## config.mk

```make
export PLATFORM = sky130hd
export DESIGN_NAME = bounded_sorted_insert_list_unit_flat
export DESIGN_NICKNAME = d
export VERILOG_FILES = /design/src/design/bsil_pkg.sv /design/src/design/bsil_if.sv /design/src/design/bsil_cell.sv /design/src/design/bounded_sorted_insert_list_unit.sv /design/src/flat_wrapper.sv
export SDC_FILE = /design/constraint.sdc
export NUM_CORES = 2
export LEC_CHECK = 0
export ABC_AREA = 1
export BUFFER_PORTS_ARGS = -buffer_cell sky130_fd_sc_hd__buf_2
export CORE_MARGIN = 3
export CORE_UTILIZATION = 30
export CTS_CLUSTER_DIAMETER = 80
export DETAILED_ROUTE_END_ITERATION = 12
export SYNTH_ARGS = -nofsm -noshare
export SYNTH_HDL_FRONTEND = slang
export SYNTH_HIERARCHICAL = 1
export SYNTH_SLANG_ARGS = --single-unit
```

## constraint.sdc

```tcl
create_clock -name i_clk -period 5.7 [get_ports i_clk]
set_input_delay 0.57 -clock i_clk [delete_from_list [all_inputs] [get_ports i_clk]]
set_output_delay 0.57 -clock i_clk [all_outputs]
set_load 0.02 [all_outputs]
```

## src/design/bsil_pkg.sv

```systemverilog
// Shared types and constants for the bounded sorted insertion list.
package bsil_pkg;

    // Payload widths fixed by the request format.
    localparam int ID_W = 32;
    localparam int TS_W = 48;

    // Default number of list cells.
    localparam int POOL_DEPTH_DEFAULT = 16;

    // Request action codes.
    typedef logic [1:0] t_action;
    localparam t_action ACT_CLEAR  = 2'd0;
    localparam t_action ACT_INSERT = 2'd1;
    localparam t_action ACT_TAKE   = 2'd2;
    localparam t_action ACT_NONE   = 2'd3;

    // What one cell shows its right-hand neighbor.
    typedef struct packed {
        logic            valid;
        logic            le;
        logic [ID_W-1:0] id;
        logic [TS_W-1:0] ts;
    } t_link;

    // Command broadcast to every cell.
    typedef struct packed {
        logic            ins;
        logic            clr;
        logic [ID_W-1:0] id;
        logic [TS_W-1:0] ts;
    } t_cmd;

endpackage

```

## src/design/bsil_if.sv

```systemverilog
// Request and result channel interfaces of the bounded sorted insertion list.
interface bsil_in_if import bsil_pkg::*; ();
    logic            valid;
    logic            ready;
    logic [1:0]      action;
    logic [ID_W-1:0] entry_id;
    logic [TS_W-1:0] entry_ts;

    modport source (output valid, action, entry_id, entry_ts, input ready);
    modport sink   (input valid, action, entry_id, entry_ts, output ready);
endinterface

interface bsil_out_if import bsil_pkg::*; #(
    parameter int POOL_DEPTH = POOL_DEPTH_DEFAULT
) ();
    localparam int CNT_W = $clog2(POOL_DEPTH + 1);

    logic             valid;
    logic             ready;
    logic             inserted;
    logic             taken_valid;
    logic [ID_W-1:0]  taken_id;
    logic [TS_W-1:0]  taken_ts;
    logic [CNT_W-1:0] stored_count;

    modport source (output valid, inserted, taken_valid, taken_id, taken_ts, stored_count,
                    input ready);
    modport sink   (input valid, inserted, taken_valid, taken_id, taken_ts, stored_count,
                    output ready);
endinterface

```

## src/design/bsil_cell.sv

```systemverilog
// One compare-and-shift cell of the sorted list chain.
module bsil_cell import bsil_pkg::*; (
    input  logic  i_clk,
    input  logic  i_rst_n,
    input  t_cmd  i_cmd,
    input  t_link i_prev,
    output t_link o_link
);

    logic            r_valid;
    logic [ID_W-1:0] r_id;
    logic [TS_W-1:0] r_ts;
    logic            w_le;
    logic            w_keep;
    logic            w_take_new;

    // The stored entry stays put when its timestamp is not above the new one.
    assign w_le       = (r_ts <= i_cmd.ts);
    assign w_keep     = r_valid && w_le;
    assign w_take_new = i_prev.valid && i_prev.le;

    // Occupancy: a cell fills when its left neighbor was already filled.
    always_ff @(posedge i_clk) begin
        if (!i_rst_n) begin
            r_valid <= 1'b0;
        end else if (i_cmd.clr) begin
            r_valid <= 1'b0;
        end else if (i_cmd.ins) begin
            r_valid <= i_prev.valid;
        end
    end

    // Entry data: either the new entry lands here or the left neighbor shifts in.
    always_ff @(posedge i_clk) begin
        if (i_cmd.ins && !w_keep) begin
            if (w_take_new) begin
                r_id <= i_cmd.id;
                r_ts <= i_cmd.ts;
            end else begin
                r_id <= i_prev.id;
                r_ts <= i_prev.ts;
            end
        end
    end

    assign o_link.valid = r_valid;
    assign o_link.le    = w_le;
    assign o_link.id    = r_id;
    assign o_link.ts    = r_ts;

endmodule

```

## src/design/bounded_sorted_insert_list_unit.sv

```systemverilog
// Top level of the bounded sorted insertion list.
//
// The block keeps up to POOL_DEPTH entries (id and timestamp) in ascending
// timestamp order, holding the smallest timestamps seen. Entries with equal
// timestamps keep their arrival order.
// Request channel i_req carries action, entry_id and entry_ts. Action clear
// empties the list and rewinds the read position, insert places an entry,
// take returns the entry at the read position and advances it.
// Result channel o_rsp carries one result per request: inserted,
// taken_valid, taken_id, taken_ts and stored_count after the request.
// For each request, the row of compare-and-shift cells updates all slots in
// the cycle it is accepted, and the result is in the output register on
// the next cycle. One request per cycle is sustained while the receiver
// takes results.
// When the receiver stalls, the result holds and i_req.ready drops until it
// is taken. After reset the list is empty and no result is pending.
module bounded_sorted_insert_list_unit import bsil_pkg::*; #(
    parameter int POOL_DEPTH = POOL_DEPTH_DEFAULT
) (
    input  logic              i_clk,
    input  logic              i_rst_n,
    bsil_in_if.sink           i_req,
    bsil_out_if.source        o_rsp
);

    localparam int CNT_W = $clog2(POOL_DEPTH + 1);
    localparam int IDX_W = (POOL_DEPTH > 1) ? $clog2(POOL_DEPTH) : 1;

    t_link            w_out  [POOL_DEPTH];
    t_link            w_prev [POOL_DEPTH];
    t_cmd             w_cmd;
    logic             w_accept;
    logic             w_full;
    logic             w_refuse;
    logic             w_can_take;
    logic [IDX_W-1:0] w_rd_idx;

    logic [CNT_W-1:0] r_count;
    logic [CNT_W-1:0] n_count;
    logic [CNT_W-1:0] r_rd_pos;
    logic [CNT_W-1:0] n_rd_pos;
    logic             r_valid;
    logic             r_inserted;
    logic             n_inserted;
    logic             r_taken_valid;
    logic             n_taken_valid;
    logic [ID_W-1:0]  r_taken_id;
    logic [ID_W-1:0]  n_taken_id;
    logic [TS_W-1:0]  r_taken_ts;
    logic [TS_W-1:0]  n_taken_ts;

    // A new request is taken whenever the result register is free or drains.
    assign i_req.ready = !r_valid || o_rsp.ready;
    assign w_accept    = i_req.valid && i_req.ready;

    // A full list refuses an entry that would land behind the last one.
    assign w_full     = (r_count == CNT_W'(POOL_DEPTH));
    assign w_refuse   = w_full && w_out[POOL_DEPTH-1].le;
    assign w_can_take = (r_rd_pos < r_count);
    assign w_rd_idx   = r_rd_pos[IDX_W-1:0];

    // Command broadcast to the cell row.
    assign w_cmd.ins = w_accept && (t_action'(i_req.action) == ACT_INSERT) && !w_refuse;
    assign w_cmd.clr = w_accept && (t_action'(i_req.action) == ACT_CLEAR);
    assign w_cmd.id  = i_req.entry_id;
    assign w_cmd.ts  = i_req.entry_ts;

    // Row of cells; the head of the row always offers the new entry.
    genvar g;
    generate
        for (g = 0; g < POOL_DEPTH; g++) begin : g_cell
            if (g == 0) begin : g_head
                assign w_prev[g] = '{valid: 1'b1, le: 1'b1, id: '0, ts: '0};
            end else begin : g_body
                assign w_prev[g] = w_out[g-1];
            end
            bsil_cell u_cell (
                .i_clk   (i_clk),
                .i_rst_n (i_rst_n),
                .i_cmd   (w_cmd),
                .i_prev  (w_prev[g]),
                .o_link  (w_out[g])
            );
        end
    endgenerate

    // Request decode: count, read position and result fields.
    always_comb begin
        n_count       = r_count;
        n_rd_pos      = r_rd_pos;
        n_inserted    = 1'b0;
        n_taken_valid = 1'b0;
        n_taken_id    = '0;
        n_taken_ts    = '0;
        unique case (t_action'(i_req.action))
            ACT_CLEAR: begin
                n_count  = '0;
                n_rd_pos = '0;
            end
            ACT_INSERT: begin
                if (!w_refuse) begin
                    n_inserted = 1'b1;
                    if (!w_full) begin
                        n_count = r_count + 1'b1;
                    end
                end
            end
            ACT_TAKE: begin
                if (w_can_take) begin
                    n_taken_valid = 1'b1;
                    n_taken_id    = w_out[w_rd_idx].id;
                    n_taken_ts    = w_out[w_rd_idx].ts;
                    n_rd_pos      = r_rd_pos + 1'b1;
                end
            end
            default: begin
            end
        endcase
    end

    // List bookkeeping.
    always_ff @(posedge i_clk) begin
        if (!i_rst_n) begin
            r_count  <= '0;
            r_rd_pos <= '0;
        end else if (w_accept) begin
            r_count  <= n_count;
            r_rd_pos <= n_rd_pos;
        end
    end

    // Result register valid flag.
    always_ff @(posedge i_clk) begin
        if (!i_rst_n) begin
            r_valid <= 1'b0;
        end else if (w_accept) begin
            r_valid <= 1'b1;
        end else if (o_rsp.ready) begin
            r_valid <= 1'b0;
        end
    end

    // Result payload.
    always_ff @(posedge i_clk) begin
        if (w_accept) begin
            r_inserted    <= n_inserted;
            r_taken_valid <= n_taken_valid;
            r_taken_id    <= n_taken_id;
            r_taken_ts    <= n_taken_ts;
        end
    end

    assign o_rsp.valid        = r_valid;
    assign o_rsp.inserted     = r_inserted;
    assign o_rsp.taken_valid  = r_taken_valid;
    assign o_rsp.taken_id     = r_taken_id;
    assign o_rsp.taken_ts     = r_taken_ts;
    assign o_rsp.stored_count = r_count;

endmodule

```

## src/flat_wrapper.sv

```systemverilog
// flat-port wrapper written by rule: the top's interface ports become plain ports
module bounded_sorted_insert_list_unit_flat import bsil_pkg::*;
#(
    parameter int POOL_DEPTH = POOL_DEPTH_DEFAULT
)
  (i_clk, i_rst_n, i_req_valid, i_req_action, i_req_entry_id, i_req_entry_ts, i_req_ready, o_rsp_valid, o_rsp_inserted, o_rsp_taken_valid, o_rsp_taken_id, o_rsp_taken_ts, o_rsp_stored_count, o_rsp_ready);
  bsil_in_if i_req_i ();
  bsil_out_if #(.POOL_DEPTH(POOL_DEPTH)) o_rsp_i ();
  input  logic i_clk;
  input  logic i_rst_n;
  input wire logic [$bits(i_req_i.valid)-1:0] i_req_valid;
  input wire logic [$bits(i_req_i.action)-1:0] i_req_action;
  input wire logic [$bits(i_req_i.entry_id)-1:0] i_req_entry_id;
  input wire logic [$bits(i_req_i.entry_ts)-1:0] i_req_entry_ts;
  output wire logic [$bits(i_req_i.ready)-1:0] i_req_ready;
  output wire logic [$bits(o_rsp_i.valid)-1:0] o_rsp_valid;
  output wire logic [$bits(o_rsp_i.inserted)-1:0] o_rsp_inserted;
  output wire logic [$bits(o_rsp_i.taken_valid)-1:0] o_rsp_taken_valid;
  output wire logic [$bits(o_rsp_i.taken_id)-1:0] o_rsp_taken_id;
  output wire logic [$bits(o_rsp_i.taken_ts)-1:0] o_rsp_taken_ts;
  output wire logic [$bits(o_rsp_i.stored_count)-1:0] o_rsp_stored_count;
  input wire logic [$bits(o_rsp_i.ready)-1:0] o_rsp_ready;
  assign i_req_i.valid = i_req_valid;
  assign i_req_i.action = i_req_action;
  assign i_req_i.entry_id = i_req_entry_id;
  assign i_req_i.entry_ts = i_req_entry_ts;
  assign i_req_ready = i_req_i.ready;
  assign o_rsp_valid = o_rsp_i.valid;
  assign o_rsp_inserted = o_rsp_i.inserted;
  assign o_rsp_taken_valid = o_rsp_i.taken_valid;
  assign o_rsp_taken_id = o_rsp_i.taken_id;
  assign o_rsp_taken_ts = o_rsp_i.taken_ts;
  assign o_rsp_stored_count = o_rsp_i.stored_count;
  assign o_rsp_i.ready = o_rsp_ready;
  bounded_sorted_insert_list_unit #(.POOL_DEPTH(POOL_DEPTH)) u_core (.i_clk(i_clk), .i_rst_n(i_rst_n), .i_req(i_req_i), .o_rsp(o_rsp_i));
endmodule
```

==> metrics <==
clk sink count 1389; drt wl/cell 19.3 microns; # placed instances 14946; fin area 104000 sq um; relative slew slack 27.9%; critical path required time 6.20 ns; Die ar. 314000 sq um; total wire length 295000 microns; Residual DRC 0; Slowest-stage cell, CP nor3_1; RR Endpoint u_core/g_cell[2].u_cell/r_id[1]; antenna violations before repair 22; leakage 47.8 nW; area of the core 305000 sq um; Nets 11907; pre-CTS WS 1.16 ns; Bufs on Longest Clock Path 4; CP peak stage delay 0.70 ns; R2R cell count 15; Critical Path End Type flop; Via Count 74535; hold buffer count at CTS 0; Yosys warning count 6; CTS H-tree lvls 4; crit path max fanout 35; Hold Crit Class in2reg; Setup CP Type reg2reg; setup bufs post-CTS 0; Cell Rows 202; P_int 19.2 mW; post-route ant nets 0; final-report setup violation count 0; switching power 8.26 mW; vias in the first global route 71021; Worst-Skew Late Latency 0.85 ns; sequential share of power 43.3%; HP Start o_rsp_ready; Starting Density 30.3%; switching share of power 30.0%; dpl hpwl 202000 microns; Synth Instances 10970; die width 561 microns; CP cell instances ha_1, nand2_1, nor3_1, nand2_1, nor2_2, nand2_1, nand3_2, nand2_2, nand4_1, nand2_1, nor2_2, buf_4, inv_1, a21oi_4, buf_12; flop-to-flop setup slack 1.57 ns; FILL cells 31629; Finished Layout Cells 15258; Final Max Tran Viols 0; clock root buffer master clkbuf_16; crit path time final 4.13 ns; Hold Slack 0.0601 ns; Synth Area per Inst 8.41 sq um; fin crit share 72.5%; CTS tree built; RSZ-0062 raised after global routing no; peak supply drop 0.000249 V; layout cells sized above 1 6.35%; Worst Path Arrival 4.63 ns; gpl congestion 0.893; Worst Hold End u_core/o_rsp.valid; Vias per Instance 4.88; PwrDens 265 nW/um^2; Detailed Routing Iterations Pass 1 8; clock share of power 39.2%; Comb pwr share 17.4%; Die Y 561 microns; I/O pins 175; overall routing resource usage 18.2%; Reg area 41500 sq um; Worst-path clk slew 0.06 ns; Most common cell on crit path nand2_1; startpoint class of the critical path flop; area of the mapped netlist 92300 sq um; FMAX 0.242 GHz; Hold Path Cell Cnt 4; worst-margin pin slew 1.08 ns; Post-CTS Resized 0; dpl cell area 98200 sq um; Fin. Hold Viols 0; total grt overflow 0; Synth-to-Final Area Change 12.2%; Reg-to-Reg Start u_core/g_cell[15].u_cell/r_ts[31]; worst setup margin 1.57 ns; first-pass GRT wire length 443000 microns; input/output buffers 174; TritonCTS Buffers 178; multi-input logic area 42600 sq um; outcome finished, final reports clean; clk_skew 0.0530 ns; initial DRC count 7236; maxcap violations 0; largest net degree at the start of global routing 161
[how the worst max path moves through the flow]
stage | cells after the start | start | slack [ns] | endpoint
after CTS | 16 | u_core/g_cell[15].u_cell/r_ts[47] | 1.74 | u_core/g_cell[2].u_cell/r_ts[25]
after global routing | 16 | u_core/g_cell[15].u_cell/r_ts[47] | 1.55 | u_core/g_cell[2].u_cell/r_ts[45]
final | 15 | u_core/g_cell[15].u_cell/r_ts[31] | 1.57 | u_core/g_cell[2].u_cell/r_id[1]
after floorplan | 16 | i_req_entry_ts[47] | -0.002 | u_core/g_cell[15].u_cell/r_id[0]
after detailed placement | 18 | i_req_entry_ts[47] | 1.16 | u_core/g_cell[2].u_cell/r_id[1]
after global placement | 18 | i_req_entry_ts[47] | 1.15 | u_core/g_cell[2].u_cell/r_id[1]
[worst max-delay path, delay by kind of cell, from the launching register on]
family	cells	cell delay, ns
adders and majority gates	1	0.31
and+or+nand+nor	10	1.63
buffers and inverters	3	0.83
DFF	1	0.41
AOI/OAI and AO/OA	1	0.54
[stage by stage]
stage | utilization, % | TNS, ns | total power, mW
2_1_floorplan | - | -0.161 | 15.1
6_report | 34.0 | 0 | 27.5
5_1_grt | 34.0 | 0 | 28.7
3_5_place_dp | 32.2 | 0 | 16.8
4_1_cts | 34.0 | 0 | 27.7
3_3_place_gp | 32.2 | 0 | 16.8
[layout by cell type (no fill, tap or decap), types with 8 or more instances in the layout]
cell       count
a21o_1        16
a21oi_1      407
a21oi_4       16
buf_12        51
buf_2        174
buf_4        105
bufinv_16      8
clkbuf_1      39
clkbuf_16    180
clkinv_1      28
clkinv_2      31
conb_1        83
dfxtp_1       23
edfxtp_1    1362
ha_1         775
inv_1       1653
inv_2         16
inv_6          8
mux2_1       528
nand2_1     3266
nand2_2       16
nand2_4       15
nand3_1      878
nand3_2       16
nand4_1       66
nor2_1       374
nor2_2        33
nor3_1        32
nor3b_2       16
nor4_1        16
o21a_1        32
o21ai_0      342
o21ai_1      544
[state kept, by name, summed over array words and instances, names as in the netlist]
register / count
u_core/g_cell.u_cell/r_id: 512
u_core/g_cell.u_cell/r_ts: 768
u_core/g_cell.u_cell/r_valid: 16
u_core/o_rsp.inserted: 1
u_core/o_rsp.stored_count: 5
u_core/o_rsp.taken_id: 32
u_core/o_rsp.taken_ts: 48
u_core/o_rsp.taken_valid: 1
u_core/o_rsp.valid: 1
u_core/r_rd_pos: 5
[layer usage]
| layer | GRT usage [%] | share of wire (%) | vias to the layer above |
|---|---|---|---|
| met5 | 0 | 0.015 | - |
| met4 | 4.30 | 2.3 | 6 |
| met3 | 3.00 | 7.7 | 417 |
| met2 | 29.0 | 44 | 2562 |
| met1 | 25.6 | 45 | 35222 |
| li1 | - | - | 36328 |
[layout make-up]
type | count | share of cell area, %
Antenna cell | 5 | 0.0121
Tap cell | 4080 | 4.93
Timing Repair Buffer | 330 | 2.59
Inverter | 1674 | 6.10
Sequential cell | 1389 | 40.0
Clock inverter | 85 | 0.657
Multi-Input combinational cell | 7473 | 41.2
Clock buffer | 222 | 4.53
[power groups by stage]
stage	Sequential, mW	Combinational [mW]	Clock [mW]
global placement	12.1	4.67	0
finish	11.9	4.79	10.8
global route	11.9	5.33	11.4
floorplan	12.1	3.03	0
detailed placement	12.1	4.72	0
CTS	11.9	4.75	11.0
Note: power is estimated with default switching activity, not from simulation.
